--- src/vad_pkg.sv ---
// Shared constants, coefficient lookup and widths for the VAG ADPCM decoder.
package vad_pkg;

    localparam int BLOCK_SAMPLES  = 28;
    localparam int BLOCK_BYTES    = 2 + BLOCK_SAMPLES / 2;
    localparam int POS_W          = $clog2(BLOCK_BYTES);
    localparam int HIST_INT_BITS  = 18;
    localparam int COEF_W         = 8;
    localparam int COEF_SHIFT     = 6;
    localparam int NUM_FILTERS    = 5;
    localparam int NIBBLE_SHIFT   = 12;

    localparam logic [POS_W-1:0] POS_HEADER = POS_W'(0);
    localparam logic [POS_W-1:0] POS_FLAG   = POS_W'(1);
    localparam logic [POS_W-1:0] POS_LAST   = POS_W'(BLOCK_BYTES - 1);
    localparam logic [7:0]       END_FLAG   = 8'h07;

    typedef logic [2:0] filt_idx_t;
    typedef logic signed [COEF_W-1:0] coef_t;

    // Predictor coefficients in units of 1/64, first tap.
    function automatic coef_t coef_first(input filt_idx_t idx);
        coef_t c;
        case (idx)
            3'd1:    c = 8'sd60;
            3'd2:    c = 8'sd115;
            3'd3:    c = 8'sd98;
            3'd4:    c = 8'sd122;
            default: c = 8'sd0;
        endcase
        return c;
    endfunction

    // Second tap.
    function automatic coef_t coef_second(input filt_idx_t idx);
        coef_t c;
        case (idx)
            3'd2:    c = -8'sd52;
            3'd3:    c = -8'sd55;
            3'd4:    c = -8'sd60;
            default: c = 8'sd0;
        endcase
        return c;
    endfunction

    // Map the header's filter nibble; out-of-range indices select no prediction.
    function automatic filt_idx_t filt_select(input logic [3:0] nib);
        filt_idx_t f;
        if (nib < 4'(NUM_FILTERS)) begin
            f = nib[2:0];
        end else begin
            f = 3'd0;
        end
        return f;
    endfunction

endpackage

--- src/vad_nibble_filter.sv ---
// One ADPCM filter step: scale a nibble, add the two-tap prediction, round to a sample.
module vad_nibble_filter #(
    parameter int FRAC_BITS = 6,
    localparam int HIST_BITS = vad_pkg::HIST_INT_BITS + FRAC_BITS
) (
    input  logic [3:0]                  nibble,
    input  logic [3:0]                  shift,
    input  vad_pkg::filt_idx_t          filt,
    input  logic signed [HIST_BITS-1:0] hist_one,
    input  logic signed [HIST_BITS-1:0] hist_two,
    output logic signed [HIST_BITS-1:0] acc,
    output logic signed [15:0]          sample
);
    import vad_pkg::*;

    localparam int PSUM_W = HIST_BITS + COEF_W + 1;
    localparam int ACC_W  = HIST_BITS + 4;
    localparam int RND_W  = HIST_BITS + 2;

    localparam logic signed [ACC_W-1:0] HMAX = ACC_W'((64'sd1 <<< (HIST_BITS - 1)) - 64'sd1);
    localparam logic signed [ACC_W-1:0] HMIN = ACC_W'(-(64'sd1 <<< (HIST_BITS - 1)));
    localparam logic signed [RND_W-1:0] HALF = RND_W'(64'sd1 <<< (FRAC_BITS - 1));
    localparam logic signed [RND_W-1:0] TRUNC_ADJ = RND_W'((64'sd1 <<< FRAC_BITS) - 64'sd1);
    localparam logic signed [RND_W-1:0] SMAX = RND_W'(32767);
    localparam logic signed [RND_W-1:0] SMIN = RND_W'(-32768);

    logic signed [15:0]       raw_top;
    logic signed [15:0]       raw;
    coef_t                    c0;
    coef_t                    c1;
    logic signed [PSUM_W-1:0] prod_one;
    logic signed [PSUM_W-1:0] prod_two;
    logic signed [PSUM_W-1:0] pred_sum;
    logic signed [PSUM_W-1:0] pred;
    logic signed [ACC_W-1:0]  acc_wide;
    logic signed [RND_W-1:0]  rnd;
    logic signed [RND_W-1:0]  quot;

    always_comb begin
        raw_top  = signed'({nibble, 12'b0});
        raw      = raw_top >>> shift;
        c0       = coef_first(filt);
        c1       = coef_second(filt);
        prod_one = PSUM_W'(hist_one) * PSUM_W'(c0);
        prod_two = PSUM_W'(hist_two) * PSUM_W'(c1);
        pred_sum = prod_one + prod_two;
        pred     = pred_sum >>> COEF_SHIFT;
        acc_wide = ACC_W'(pred) + (ACC_W'(raw) <<< FRAC_BITS);

        if (acc_wide > HMAX) begin
            acc = HIST_BITS'(HMAX);
        end else if (acc_wide < HMIN) begin
            acc = HIST_BITS'(HMIN);
        end else begin
            acc = HIST_BITS'(acc_wide);
        end

        // round half up, then truncate toward zero
        rnd = RND_W'(acc) + HALF;
        if (rnd < 0) begin
            quot = (rnd + TRUNC_ADJ) >>> FRAC_BITS;
        end else begin
            quot = rnd >>> FRAC_BITS;
        end

        if (quot > SMAX) begin
            sample = 16'sh7fff;
        end else if (quot < SMIN) begin
            sample = -16'sh8000;
        end else begin
            sample = 16'(quot);
        end
    end

endmodule

--- src/vag_adpcm_decoder_unit.sv ---
// Top level of the VAG ADPCM decoder: input stage, block sequencing, history and result register.
//
// Decodes a VAG ADPCM stream fed one byte per transfer in 16-byte blocks. Byte 0 of a
// block sets the filter and the shift, byte 1 is the flag byte (7 ends the stream and yields
// one result with sample 0, end_of_stream 1, last 1; after that all bytes are dropped until a
// transfer with restart set), and each of the 14 data bytes yields two samples, low nibble
// first, the second with last set. Header and other flag bytes yield no result. A restart
// transfer clears history and block position and is taken as a header byte. A header, flag
// or dropped byte leaves the stage register once handled; a data byte stays for one filter
// step per nibble through a single filter unit that must finish the first step before the
// second can use the updated history. The result register lets the next byte enter while
// a finished sample waits for m_ready, so a continuous stream of data bytes is bound by
// the output channel, which carries one result per cycle while m_ready is high.
module vag_adpcm_decoder_unit #(
    parameter int FRAC_BITS = 6
) (
    input  logic               aclk,
    input  logic               aresetn,
    input  logic               s_valid,
    output logic               s_ready,
    input  logic [7:0]         s_data_byte,
    input  logic               s_restart,
    output logic               m_valid,
    input  logic               m_ready,
    output logic signed [15:0] m_sample,
    output logic               m_end_of_stream,
    output logic               m_last
);
    import vad_pkg::*;

    localparam int HIST_BITS = HIST_INT_BITS + FRAC_BITS;

    // stage register: holds the accepted byte while its results are produced
    logic                        stg_valid_reg, stg_valid_next;
    logic [7:0]                  stg_byte_reg;
    logic                        stg_restart_reg;
    logic                        stg_phase_reg, stg_phase_next;

    // decoder state
    logic [POS_W-1:0]            pos_reg, pos_next;
    filt_idx_t                   filt_reg, filt_next;
    logic [3:0]                  shift_reg, shift_next;
    logic signed [HIST_BITS-1:0] hist1_reg, hist1_next;
    logic signed [HIST_BITS-1:0] hist2_reg, hist2_next;
    logic                        stopped_reg, stopped_next;

    // result register
    logic                        m_valid_reg, m_valid_next;
    logic signed [15:0]          m_sample_reg;
    logic                        m_eos_reg;
    logic                        m_last_reg;

    logic [POS_W-1:0]            eff_pos;
    logic                        eff_stopped;
    logic                        is_hdr, is_end, is_data, needs_out;
    logic                        out_free, fire, done;
    logic [3:0]                  cur_nibble;
    logic signed [HIST_BITS-1:0] flt_acc;
    logic signed [15:0]          flt_sample;

    // restart acts before the byte is looked at
    assign eff_pos     = stg_restart_reg ? POS_HEADER : pos_reg;
    assign eff_stopped = stg_restart_reg ? 1'b0 : stopped_reg;

    assign is_hdr    = !eff_stopped && (eff_pos == POS_HEADER);
    assign is_end    = !eff_stopped && (eff_pos == POS_FLAG) && (stg_byte_reg == END_FLAG);
    assign is_data   = !eff_stopped && (eff_pos != POS_HEADER) && (eff_pos != POS_FLAG);
    assign needs_out = is_end || is_data;

    // result register takes a new value when empty or being drained this cycle
    assign out_free = !m_valid_reg || m_ready;
    assign fire     = stg_valid_reg && (!needs_out || out_free);
    // data bytes finish on their second nibble
    assign done     = fire && (!is_data || stg_phase_reg);

    assign s_ready = !stg_valid_reg || done;

    assign cur_nibble = stg_phase_reg ? stg_byte_reg[7:4] : stg_byte_reg[3:0];

    vad_nibble_filter #(
        .FRAC_BITS (FRAC_BITS)
    ) u_filter (
        .nibble   (cur_nibble),
        .shift    (shift_reg),
        .filt     (filt_reg),
        .hist_one (hist1_reg),
        .hist_two (hist2_reg),
        .acc      (flt_acc),
        .sample   (flt_sample)
    );

    always_comb begin
        stg_valid_next = stg_valid_reg;
        stg_phase_next = stg_phase_reg;
        pos_next       = pos_reg;
        filt_next      = filt_reg;
        shift_next     = shift_reg;
        hist1_next     = hist1_reg;
        hist2_next     = hist2_reg;
        stopped_next   = stopped_reg;
        m_valid_next   = m_valid_reg && !m_ready;

        if (s_valid && s_ready) begin
            stg_valid_next = 1'b1;
        end else if (done) begin
            stg_valid_next = 1'b0;
        end

        if (fire) begin
            if (stg_restart_reg) begin
                hist1_next   = '0;
                hist2_next   = '0;
                stopped_next = 1'b0;
            end
            if (is_hdr) begin
                filt_next  = filt_select(stg_byte_reg[7:4]);
                shift_next = stg_byte_reg[3:0];
            end
            if (is_end) begin
                stopped_next = 1'b1;
                m_valid_next = 1'b1;
            end
            if (is_data) begin
                hist2_next     = hist1_reg;
                hist1_next     = flt_acc;
                m_valid_next   = 1'b1;
                stg_phase_next = !stg_phase_reg;
            end
        end

        // advance block position once per byte that is not dropped
        if (done && !eff_stopped) begin
            pos_next = (eff_pos == POS_LAST) ? POS_HEADER : eff_pos + POS_W'(1);
        end
    end

    always_ff @(posedge aclk) begin
        if (!aresetn) begin
            stg_valid_reg <= 1'b0;
            stg_phase_reg <= 1'b0;
            pos_reg       <= '0;
            filt_reg      <= '0;
            shift_reg     <= '0;
            hist1_reg     <= '0;
            hist2_reg     <= '0;
            stopped_reg   <= 1'b0;
            m_valid_reg   <= 1'b0;
        end else begin
            stg_valid_reg <= stg_valid_next;
            stg_phase_reg <= stg_phase_next;
            pos_reg       <= pos_next;
            filt_reg      <= filt_next;
            shift_reg     <= shift_next;
            hist1_reg     <= hist1_next;
            hist2_reg     <= hist2_next;
            stopped_reg   <= stopped_next;
            m_valid_reg   <= m_valid_next;
        end
    end

    // payload registers: load on transfer or when a result is produced
    always_ff @(posedge aclk) begin
        if (s_valid && s_ready) begin
            stg_byte_reg    <= s_data_byte;
            stg_restart_reg <= s_restart;
        end
        if (fire && needs_out) begin
            m_sample_reg <= is_data ? flt_sample : 16'sd0;
            m_eos_reg    <= is_end;
            m_last_reg   <= is_end || stg_phase_reg;
        end
    end

    assign m_valid         = m_valid_reg;
    assign m_sample        = m_sample_reg;
    assign m_end_of_stream = m_eos_reg;
    assign m_last          = m_last_reg;

    // end result always closes its byte and carries a zero sample
    a_end_result: assert property (@(posedge aclk) disable iff (!aresetn)
        m_valid && m_end_of_stream |-> m_last && (m_sample == 16'sd0))
        else $error("end result without last or with nonzero sample");

    // first sample of a pair is always followed by the second without a gap
    a_pair_follows: assert property (@(posedge aclk) disable iff (!aresetn)
        m_valid && !m_last |=> m_valid)
        else $error("second sample of a data byte missing");

    // second-nibble phase only exists for a data byte in the stage
    a_phase_data: assert property (@(posedge aclk) disable iff (!aresetn)
        stg_phase_reg |-> stg_valid_reg && is_data)
        else $error("second nibble phase outside a data byte");

    // a pending first sample always has its data byte still in the stage
    a_stage_held: assert property (@(posedge aclk) disable iff (!aresetn)
        m_valid && !m_last |-> stg_valid_reg && stg_phase_reg)
        else $error("data byte left the stage before its second sample");

endmodule
--- config.mk ---
export PLATFORM = sky130hd
export DESIGN_NAME = vag_adpcm_decoder_unit
export DESIGN_NICKNAME = d
export VERILOG_FILES = /design/src/vad_pkg.sv /design/src/vad_nibble_filter.sv /design/src/vag_adpcm_decoder_unit.sv
export SDC_FILE = /design/constraint.sdc
export NUM_CORES = 1
export LEC_CHECK = 0
export ABC_AREA = 0
export BUFFER_PORTS_ARGS = -buffer_cell sky130_fd_sc_hd__buf_2
export CAP_MARGIN = 25
export CORE_ASPECT_RATIO = 1.2
export CORE_MARGIN = 1.5
export CORE_UTILIZATION = 60
export DETAILED_ROUTE_END_ITERATION = 8
export PLACE_DENSITY = 0.8
export REMOVE_ABC_BUFFERS = 1
export SLEW_MARGIN = 0
export SYNTH_ARGS = -nofsm -noshare
export SYNTH_HDL_FRONTEND = slang
export SYNTH_HIERARCHICAL = 1
export SYNTH_SLANG_ARGS = --single-unit
export TNS_END_PERCENT = 100
--- constraint.sdc ---
create_clock -name aclk -period 12.2 [get_ports aclk]
set_input_delay 2.44 -clock aclk [delete_from_list [all_inputs] [get_ports aclk]]
set_output_delay 2.44 -clock aclk [all_outputs]
set_load 0.01 [all_outputs]
# Yosys cells after proc, flatten, opt, wreduce, memory -nomap -nowiden
# Cells that the tools add are included.
# totals
out_inout_bits,20
word_cells,91
reg_bits,90
# op_classes
n_reduce_logical,32
magnitude_cmp,6
addsub,5
multipliers,2
n_bitwise,1
eq_ne,8
mux,21
n_shift,1
# op_table
cell,count
2-to-1 mux 24 bit,5
multiplier 24 x 8 -> 32 bit,2
adder 32 x 32 -> 33 bit,1
adder 27 x 22 -> 28 bit,1
> comparator 28 x 24 -> 1 bit (second input constant),1
less-than comparator 28 x 24 -> 1 bit (second input constant),1
case mux 7 bit (4 select lines),1
adder 25 x 7 -> 26 bit (second input constant),1
> comparator 26 x 16 -> 1 bit (second input constant),1
less-than comparator 26 x 16 -> 1 bit (second input constant),1
2-to-1 mux 26 bit,1
adder 24 x 7 -> 25 bit (second input constant),1
less-than comparator 25 x 1 -> 1 bit (second input constant),1
case mux 8 bit (3 select lines),1
2-to-1 mux 16 bit,1
>>> shifter 16 x 4 -> 16 bit,1
2-to-1 mux 15 bit,1
2-to-1 mux 4 bit,3
logical AND 1 bit,11
equality test 8 x 3 -> 1 bit (second input constant),1
zero test 1 bit,7
2-to-1 mux 1 bit,7
equality test 3 x 2 -> 1 bit (second input constant),2
logical OR 1 bit,6
14 further kinds,17

# Logic depth before layout (Yosys ltp)
# Gate-level depths: netlist of run 1.
# depth
ltp_word,14
depth_mapped,58
depth_no_buf,55

# By module
# Netlist of run 1, hierarchy kept.
# modules_own_cells
module,area_each_um2,n_inst,cells_per_inst,seq_area_each_um2
vad_nibble_filter,14363.8,1,1732,0.0
vag_adpcm_decoder_unit,3616.0,1,321,2072.0

# Worst setup path after synthesis of run 1
# Ideal clock, no wire load.
# synth_timing
path_type,reg-to-reg
start,register filt_reg[1]
end,"register m_sample_reg[13], in the netlist m_sample[13] (data pin)"
period_less_slack_ns,12.437
arrival_time_ns,12.182
setup_ns,0.255
stages_incl_launch_ff,52
path_slack_ns,-0.237
cell_sequence,dfxtp_1 nand2b_1 o21ai_0 clkbuf_1 clkbuf_1 o21ai_0 fa_1 fa_1 fa_1 inv_1 fa_1 fa_1 inv_1 fa_1 inv_1 ha_1 a21o_1 a21oi_1 (+16 left out) or4b_2 nand3_1 o211ai_2 buf_2 nand2_1 buf_2 nand2_1 ha_1 clkbuf_1 o32ai_2 nand4_2 nor4_2 a21oi_2 o31a_4 buf_6 a21oi_1 nand2_1 and2_1
# synth_between
elab_chain_len,14
word_cells_on_any_way,22
cone_classes,add/sub: 4; mul: 2; order compare: 5; eq/ne: 4; mux: 7
# synth_lines
item,line,source
start: declaration,vag_adpcm_decoder_unit.sv:41,"filt_idx_t filt_reg, filt_next;"
start signal: assignment,vag_adpcm_decoder_unit.sv:152,filt_reg <= filt_next;
equality test 3 bit (tied with other cells),"vad_pkg.sv:24, vad_pkg.sv:37",
case mux 7 bit (4 select lines) / case mux 8 bit (3 select lines) (equally long branches),"vad_pkg.sv:24, vad_pkg.sv:37",
"multiplier 24 x 8 -> 32 bit, on equally long branches","vad_nibble_filter.sv:44, vad_nibble_filter.sv:45",
adder 32 x 32 -> 33 bit *,vad_nibble_filter.sv:46,pred_sum = prod_one + prod_two;
adder 27 x 22 -> 28 bit *,vad_nibble_filter.sv:48,acc_wide = ACC_W'(pred) + (ACC_W'(raw) <<< FRAC_BITS);
less-than comparator 28 x 24 -> 1 bit,vad_nibble_filter.sv:52,end else if (acc_wide < HMIN) begin
2-to-1 mux 24 bit,vad_nibble_filter.sv:52,
2-to-1 mux 24 bit *,vad_nibble_filter.sv:50,if (acc_wide > HMAX) begin
named net flt_acc[6],vag_adpcm_decoder_unit.sv:58,logic signed [HIST_BITS-1:0] flt_acc;
adder 24 x 7 -> 25 bit *,vad_nibble_filter.sv:59,rnd = RND_W'(acc) + HALF;
adder 25 x 7 -> 26 bit / less-than comparator 25 x 1 -> 1 bit (equally long branches),"vad_nibble_filter.sv:61, vad_nibble_filter.sv:60",
2-to-1 mux 26 bit *,vad_nibble_filter.sv:60,if (rnd < 0) begin
less-than comparator 26 x 16 -> 1 bit,vad_nibble_filter.sv:68,end else if (quot < SMIN) begin
2-to-1 mux 16 bit,vad_nibble_filter.sv:68,
2-to-1 mux 15 bit *,vad_nibble_filter.sv:66,if (quot > SMAX) begin
named net flt_sample[13],vag_adpcm_decoder_unit.sv:59,logic signed [15:0] flt_sample;
end signal: assignment,vag_adpcm_decoder_unit.sv:168,m_sample_reg <= is_data ? flt_sample : 16'sd0;
end: declaration,vag_adpcm_decoder_unit.sv:49,logic signed [15:0] m_sample_reg;
# The timed path passes the listed nets; every way through them passes the cells marked *.
# A chain may end at the register's enable or synchronous reset.

# Worst setup path after layout of run 1
# layout_timing
start,register filt_reg[0]
end,"register m_sample_reg[15], in the netlist m_sample[15] (data pin)"
# layout_between
elab_chain_len,13
word_cells_on_any_way,22
cone_classes,add/sub: 4; mul: 2; order compare: 5; eq/ne: 4; mux: 6; reduce/logical: 1
# layout_lines
item,line
equality test 3 bit (tied with other cells),"vad_pkg.sv:24, vad_pkg.sv:37"
case mux 7 bit (4 select lines) / case mux 8 bit (3 select lines) (equally long branches),"vad_pkg.sv:24, vad_pkg.sv:37"
"multiplier 24 x 8 -> 32 bit, on equally long branches","vad_nibble_filter.sv:44, vad_nibble_filter.sv:45"
adder 32 x 32 -> 33 bit *,vad_nibble_filter.sv:46
adder 27 x 22 -> 28 bit *,vad_nibble_filter.sv:48
less-than comparator 28 x 24 -> 1 bit,vad_nibble_filter.sv:52
2-to-1 mux 24 bit,vad_nibble_filter.sv:52
2-to-1 mux 24 bit *,vad_nibble_filter.sv:50
named net flt_acc[6],vag_adpcm_decoder_unit.sv:58
adder 24 x 7 -> 25 bit *,vad_nibble_filter.sv:59
adder 25 x 7 -> 26 bit / less-than comparator 25 x 1 -> 1 bit (equally long branches),"vad_nibble_filter.sv:61, vad_nibble_filter.sv:60"
2-to-1 mux 26 bit *,vad_nibble_filter.sv:60
less-than comparator 26 x 16 -> 1 bit / > comparator 26 x 16 -> 1 bit (equally long branches),"vad_nibble_filter.sv:68, vad_nibble_filter.sv:66"
2-to-1 mux 16 bit / OR reduction 2 bit (equally long branches),-
# Marked as above.

==> results of run 1 <==
## metrics by stage
| step | instances | util (%) |
|---|---|---|
| after floorplan | 1979 | - |
| after global placement | 2459 | 63.4 |
| after detailed placement | 2460 | 63.5 |
| after CTS | 2476 | 64.6 |
| after global routing | 2487 | 65.8 |
| final | 2487 | 65.8 |
## area by class of cell
type | count | area, sq um
Clock inverter | 6 | 96.3
Inverter | 400 | 1510
Timing Repair Buffer | 100 | 717
Sequential cell | 90 | 2080
Fill cell | 2371 | 10100
Clock buffer | 10 | 229
Multi-Input combinational cell | 1491 | 14300
Tap cell | 390 | 488
## critical path, delay by kind of cell, from the launching register on
family	cells	cell delay (ns)
AOI/OAI and AO/OA	15	3.59
and+or+nand+nor	13	2.38
DFF	1	0.43
buffers and inverters	9	0.90
adders and majority gates	9	3.83
xor gates and xnor gates	2	0.31
## final timing paths
path	startpoint	endpoint	slack, ns	cells past startpoint
setup / recovery	filt_reg[0]	m_sample[15]	0.49	48
hold / removal	pos_reg[1]	pos_reg[1]	0.53	2
setup reg to reg	filt_reg[0]	m_sample[15]	0.49	48
hold reg to reg	pos_reg[1]	pos_reg[1]	0.53	2
## power breakdown
| group | switching [W] | internal [W] |
|---|---|---|
| Combinational | 0.000217 | 0.000129 |
| Sequential | 0.00000857 | 0.000313 |
| Clock | 0.000139 | 0.000183 |
| Total | 0.000365 | 0.000624 |
## cells by family (layout without fill, tap and decap cells)
| kind of cell | Yosys count | count (layout) | synth area share [%] |
|---|---|---|---|
| XOR/XNOR | 74 | 74 | 3.60 |
| AND/OR/NAND/NOR | 597 | 597 | 17.6 |
| buffers and inverters | 474 | 516 | 10.4 |
| flip-flops | 90 | 90 | 11.5 |
| adder cells (fa/ha/maj) | 435 | 435 | 41.2 |
| AO/OA/AOI/OAI | 367 | 369 | 14.7 |
| multiplexers | 16 | 16 | 0.946 |
## layer usage
metal	track usage (%)	part of all wire [%]	vias to the layer above
li1	-	-	6754
met1	38.2	41	7253
met2	53.7	51	470
met3	3.55	4.7	132
met4	12.7	4.0	0
met5	0	0	-
## repair_timing
action                     in CTS  in global routing
pin swaps                       0                 24
gates cloned                    0                  2
resized for setup               4                 61
setup endpoints to repair      15                 16
buffers inserted                0                  9
## placed cells by master, fill, tap and decap left out, types with 16 or more instances in the layout
cell type  instances
dfxtp_1           60
inv_1            397
nand4_1           16
edfxtp_1          27
xor2_1            26
nand3_1           21
or2_2             22
o21ai_0           87
ha_1             170
a21oi_2           17
a21oi_1           49
and2_1           153
and3_1            32
o211ai_1          22
a22o_1            26
a21boi_1          25
xnor2_1           46
nor2_1            83
nor3_1            21
fa_1             262
a21o_1            16
buf_2             32
nand2_1          172
buf_4             62
==> results.toml, run 1 <==
[logic_synthesis]
yosys.area.top_type_share_pct = 29.2
avgSynthCellArea_sq_um = 8.76
synthMostInstantiatedCell = "inv_1"
async_reset_ff_share_pct = 0
syn-cell-area_sq_um = 18000
syn_inst = 2053
synthTopCellsByArea = "fa_1 (29%), ha_1 (12%), inv_1 (8.3%), dfxtp_1 (7.0%), and2_1 (5.4%)"
ys_seq_area_share_pct = 11.5
synth_seq_cells = 90
synth_cell_types = 96
yosys_warnings = 6
yosys_most_used_dff = "dfxtp_1"
synth_top_area_cell = "fa_1"
synth_commonest_cells = "inv_1 (399), fa_1 (262), nand2_1 (174)"
synth-edff-count = 27

[run]
drv_cap = 0

[critical_path]
critPathArrivalTime_ns = 11.84
cpPeakStageDelay_ns = 0.55
crit_required_ns = 12.33
cp_max_fo = 16
start_kind = "register"
critical-path-slowest-cell = "fa_1"
critPathCaptureType = "register"
critPathKind = "register to register"

[timing]
fmax_mhz = 85.4
fin_crit_sh_pct = 96.0
tightestPinTransition_ns = 0.903
hold_viol_final = 0
tns_ns = 0
finalWorstSetupSlack_ns = 0.490
holdWs_ns = 0.528
period_needed_ns = 11.71
finalMaxSlewViolations = 0
timing.slew.headroom_pct = 38.8
fin_skew_ns = 0.0152
setup_viol = 0

[drt]
wl_per_cell_microns = 18.3
drc = 0
first_iter_violations = 911
viasPerCell = 5.87
dr.pass1.iters = 5
ant_nets = 0
vias = 14600
wl_mm = 45.5

[finish]
layout-drive-gt1-share_pct = 11.4
syn_to_final_growth_pct = 8.11
design_area_sq_um = 19400
nNetsFinal = 2540
antennaDiodeCount = 0

[cts]
cts-htree-levels = 3
clock_sinks = 90
hold_buffers = 0
cts-root-buf = "clkbuf_16"
cts_tree = "built"
clk_pin_slew_ns = 0.08
clock_latency_ns = 0.37
ctsLongestPathBuffers = 2
cts_made_buffers = 9

[min_path]
worstHoldPathType = "register to register"

[global_route]
grt-ovfl-total = 0
antenna_found_initial = 0
grt_pass1_vias = 15200
grt_pass1_wl_mm = 75.1
grt_max_degree = 44
grtUsageTotal_pct = 30.5

[pwr]
totalPowerFinal_w = 0.000989
peakVddDrop_mv = 0.0688
power_density_nw_per_um2 = 50.9
leakagePower_nw = 9.88

[placement]
pre_cts_ws_ns = -0.284
io_buffer_count = 32
gp_congestion = 0.985
post-dp-hpwl_mm = 37.1
dpl-instance-area_sq_um = 18700

[floorplanning]
die_w_microns = 161
ioPinCount = 33
die_h_microns = 193
num_rows = 69
coreArea_sq_um = 29500
initial_core_util_pct = 60.9
dieArea_sq_um = 31000

[status]
status = "finished, final reports clean"
No activity file was read; power rests on OpenSTA's default activity.
==> run 2, diff against run 1 <==
--- a/config.mk
+++ b/config.mk
@@ -8,11 +8,13 @@
 export ABC_AREA = 0
 export BUFFER_PORTS_ARGS = -buffer_cell sky130_fd_sc_hd__buf_2
 export CAP_MARGIN = 25
+export CELL_PAD_IN_SITES_DETAIL_PLACEMENT = 0
+export CELL_PAD_IN_SITES_GLOBAL_PLACEMENT = 1
 export CORE_ASPECT_RATIO = 1.2
 export CORE_MARGIN = 1.5
-export CORE_UTILIZATION = 60
+export CORE_UTILIZATION = 55
 export DETAILED_ROUTE_END_ITERATION = 8
-export PLACE_DENSITY = 0.8
+export PLACE_DENSITY_LB_ADDON = 0.1
 export REMOVE_ABC_BUFFERS = 1
 export SLEW_MARGIN = 0
 export SYNTH_ARGS = -nofsm -noshare
==> constraint.sdc (replaced) <==
create_clock -name aclk -period 13.55 [get_ports aclk]
set_input_delay 2.71 -clock aclk [delete_from_list [all_inputs] [get_ports aclk]]
set_output_delay 2.71 -clock aclk [all_outputs]
set_load 0.01 [all_outputs]
==> run 2 against run 1 <==
Against the previous run: worst setup slack better by 0.31 ns; wire length up 1.0%; clock skew up 0.0024 ns; utilization down 6.9 points; non-clock buffer count down 33; power down 12%; global-route usage down 1.4 points; cell count down 0.68%; clock power down 9.3%; cell area down 2.3%; register-to-register slack better by 0.31 ns; maximum frequency down 8.2%; critical path type unchanged; highest routed layer unchanged.
==> results.toml, run 2 (synthesis results as in run 1) <==
[finish]
n_fill_cell = 2946
postLayoutCoreUtil_pct = 58.9
antennaDiodeCount = 0
layout-drive-gt1-share_pct = 8.34
syn_to_final_growth_pct = 5.64
layout_commonest_cell = "inv_1"
layout_common_cells = "inv_1 (399), fa_1 (262), nand2_1 (174), ha_1 (171), and2_1 (155)"
nNetsFinal = 2506

[critical_path]
crit_required_ns = 13.68
reg2reg_depth = 52
crit_top_cell = "inv_1"
cp_max_fo = 14
critical-path-slowest-cell = "or4b_2"
critPathKind = "register to register"
reg2reg_slack_ns = 0.80
start_kind = "register"
worstReg2RegStart = "filt_reg[2]"
cpPeakStageDelay_ns = 0.65
worst_r2r_endpoint = "m_sample[1]"
critPathArrivalTime_ns = 12.88
critPathCaptureType = "register"

[floorplanning]
die_w_microns = 168
coreArea_sq_um = 32300
ioPinCount = 33
initial_core_util_pct = 55.7
num_rows = 72
die_h_microns = 201
dieArea_sq_um = 33800

[min_path]
worstHoldStart = "pos_reg[1]"
worstHoldPathType = "register to register"
min_to = "pos_reg[1]"
hold_depth = 2

[placement]
post-dp-hpwl_mm = 38.4
io_buffer_count = 32
gp_congestion = 0.930

[timing]
finalMaxSlewViolations = 0
tightestPinTransition_ns = 0.948
timing.slew.headroom_pct = 35.8
fin_crit_sh_pct = 94.1
period_needed_ns = 12.75
fin_skew_ns = 0.0176
setup_viol = 0
hold_viol_final = 0
holdWs_ns = 0.529
fmax_mhz = 78.4

[cts]
cts_tree = "built"
cts-htree-levels = 3
clock_latency_ns = 0.38
cts_made_buffers = 9
clk_pin_slew_ns = 0.08
ctsLongestPathBuffers = 2
cts-root-buf = "clkbuf_16"
clock_sinks = 90

[global_route]
antenna_found_initial = 0
grt_util_met1_pct = 39.3
grt_util_met3_pct = 2.29
grt_use_met2_pct = 50.9
grt-ovfl-total = 0
grt_max_degree = 44
grtUsageTotal_pct = 29.1
grt_pass1_vias = 14600
grt_pass1_wl_mm = 77.6
grt-busiest-layer = "met2"

[drt]
dr.pass1.iters = 5
drc = 0
wl_per_cell_microns = 18.6
ant_nets = 0
wl_mm = 45.9
viasPerCell = 5.66
vias = 14000
first_iter_violations = 831

[pwr]
peakVddDrop_mv = 0.0547
p_comb_share_pct = 32.9
leakagePower_nw = 9.66
p_seq_share_pct = 33.4
net-switching-power_w = 0.000318
clkPwrFrac_pct = 33.7
power.share.switching_pct = 36.7
intPower_w = 0.000548
power_density_nw_per_um2 = 45.6

[run]
drv_cap = 0

[status]
status = "finished, final reports clean"
## run 2: cell types whose count changed in the layout (fill, tap and decap cells not counted), sizes merged
cell,change
clkinvlp,-1
o31ai,-1
inv,-1
clkinv,+2
buf,-33
## run 2: how the worst max path moves through the flow
stage | from | depth (start not counted) | endpoint
2_1_floorplan | filt_reg[0] | 45 | m_sample[0]
3_3_place_gp | filt_reg[2] | 49 | m_sample[2]
3_5_place_dp | filt_reg[2] | 50 | m_sample[1]
4_1_cts | filt_reg[2] | 49 | m_sample[1]
5_1_grt | filt_reg[2] | 52 | m_sample[0]
6_report | filt_reg[2] | 52 | m_sample[1]
## run 2: through the flow
stage / instances / setup slack [ns] / cell area, sq um / power, W / TNS, ns
4_1_cts: 2466 / 0.106 / 18900 / 0.000862 / 0
2_1_floorplan: 1979 / -0.988 / 17600 / 0.000486 / -15.47
5_1_grt: 2470 / -0.00979 / 19000 / 0.000912 / -0.0117
3_3_place_gp: 2449 / 0.526 / 18500 / 0.000568 / 0
3_5_place_dp: 2450 / 0.148 / 18600 / 0.000568 / 0
6_report: 2470 / 0.796 / 19000 / 0.000866 / 0
## run 2: layer usage
metal,part of all wire (%),wire [microns],up-vias
met4,1.9,869,0
met2,51,23200,250
met5,0,0,-
met3,3.0,1360,57
li1,-,-,6695
met1,45,20500,6972
## run 2: area by class of cell
| class | count | area [sq um] | area share (%) |
|---|---|---|---|
| clock buffer | 10 | 229 | 1.21 |
| clock inverter | 6 | 101 | 0.534 |
| inverter | 400 | 1500 | 7.92 |
| multi-input combinational | 1490 | 14100 | 74.4 |
| sequential | 90 | 2070 | 10.9 |
| tap | 407 | 509 | 2.68 |
| timing repair buffer | 67 | 447 | 2.35 |
## run 2: what timing repair did
item	in CTS	in global routing
setup buffers	0	2
endpoints found under the setup margin	0	16
resized for setup	0	12
hold buffers	0	0
## run 2: power groups by stage
| stage | registers (W) | clock network [W] | logic, W |
|---|---|---|---|
| floorplan | 0.000293 | 0 | 0.000193 |
| global placement | 0.000295 | 0 | 0.000272 |
| detailed placement | 0.000296 | 0 | 0.000272 |
| CTS | 0.000289 | 0.000299 | 0.000274 |
| global route | 0.000290 | 0.000308 | 0.000313 |
| finish | 0.000289 | 0.000292 | 0.000285 |
## run 2: worst max-delay path, delay by kind of cell, from the launching register on
kind / cells / cell delay [ns]
AO/OA/AOI/OAI: 18 / 3.52
XOR/XNOR: 1 / 0.17
adder cells (fa/ha/maj): 9 / 3.89
buffers and inverters: 8 / 0.86
flip-flops: 1 / 0.43
AND/OR/NAND/NOR: 16 / 3.59
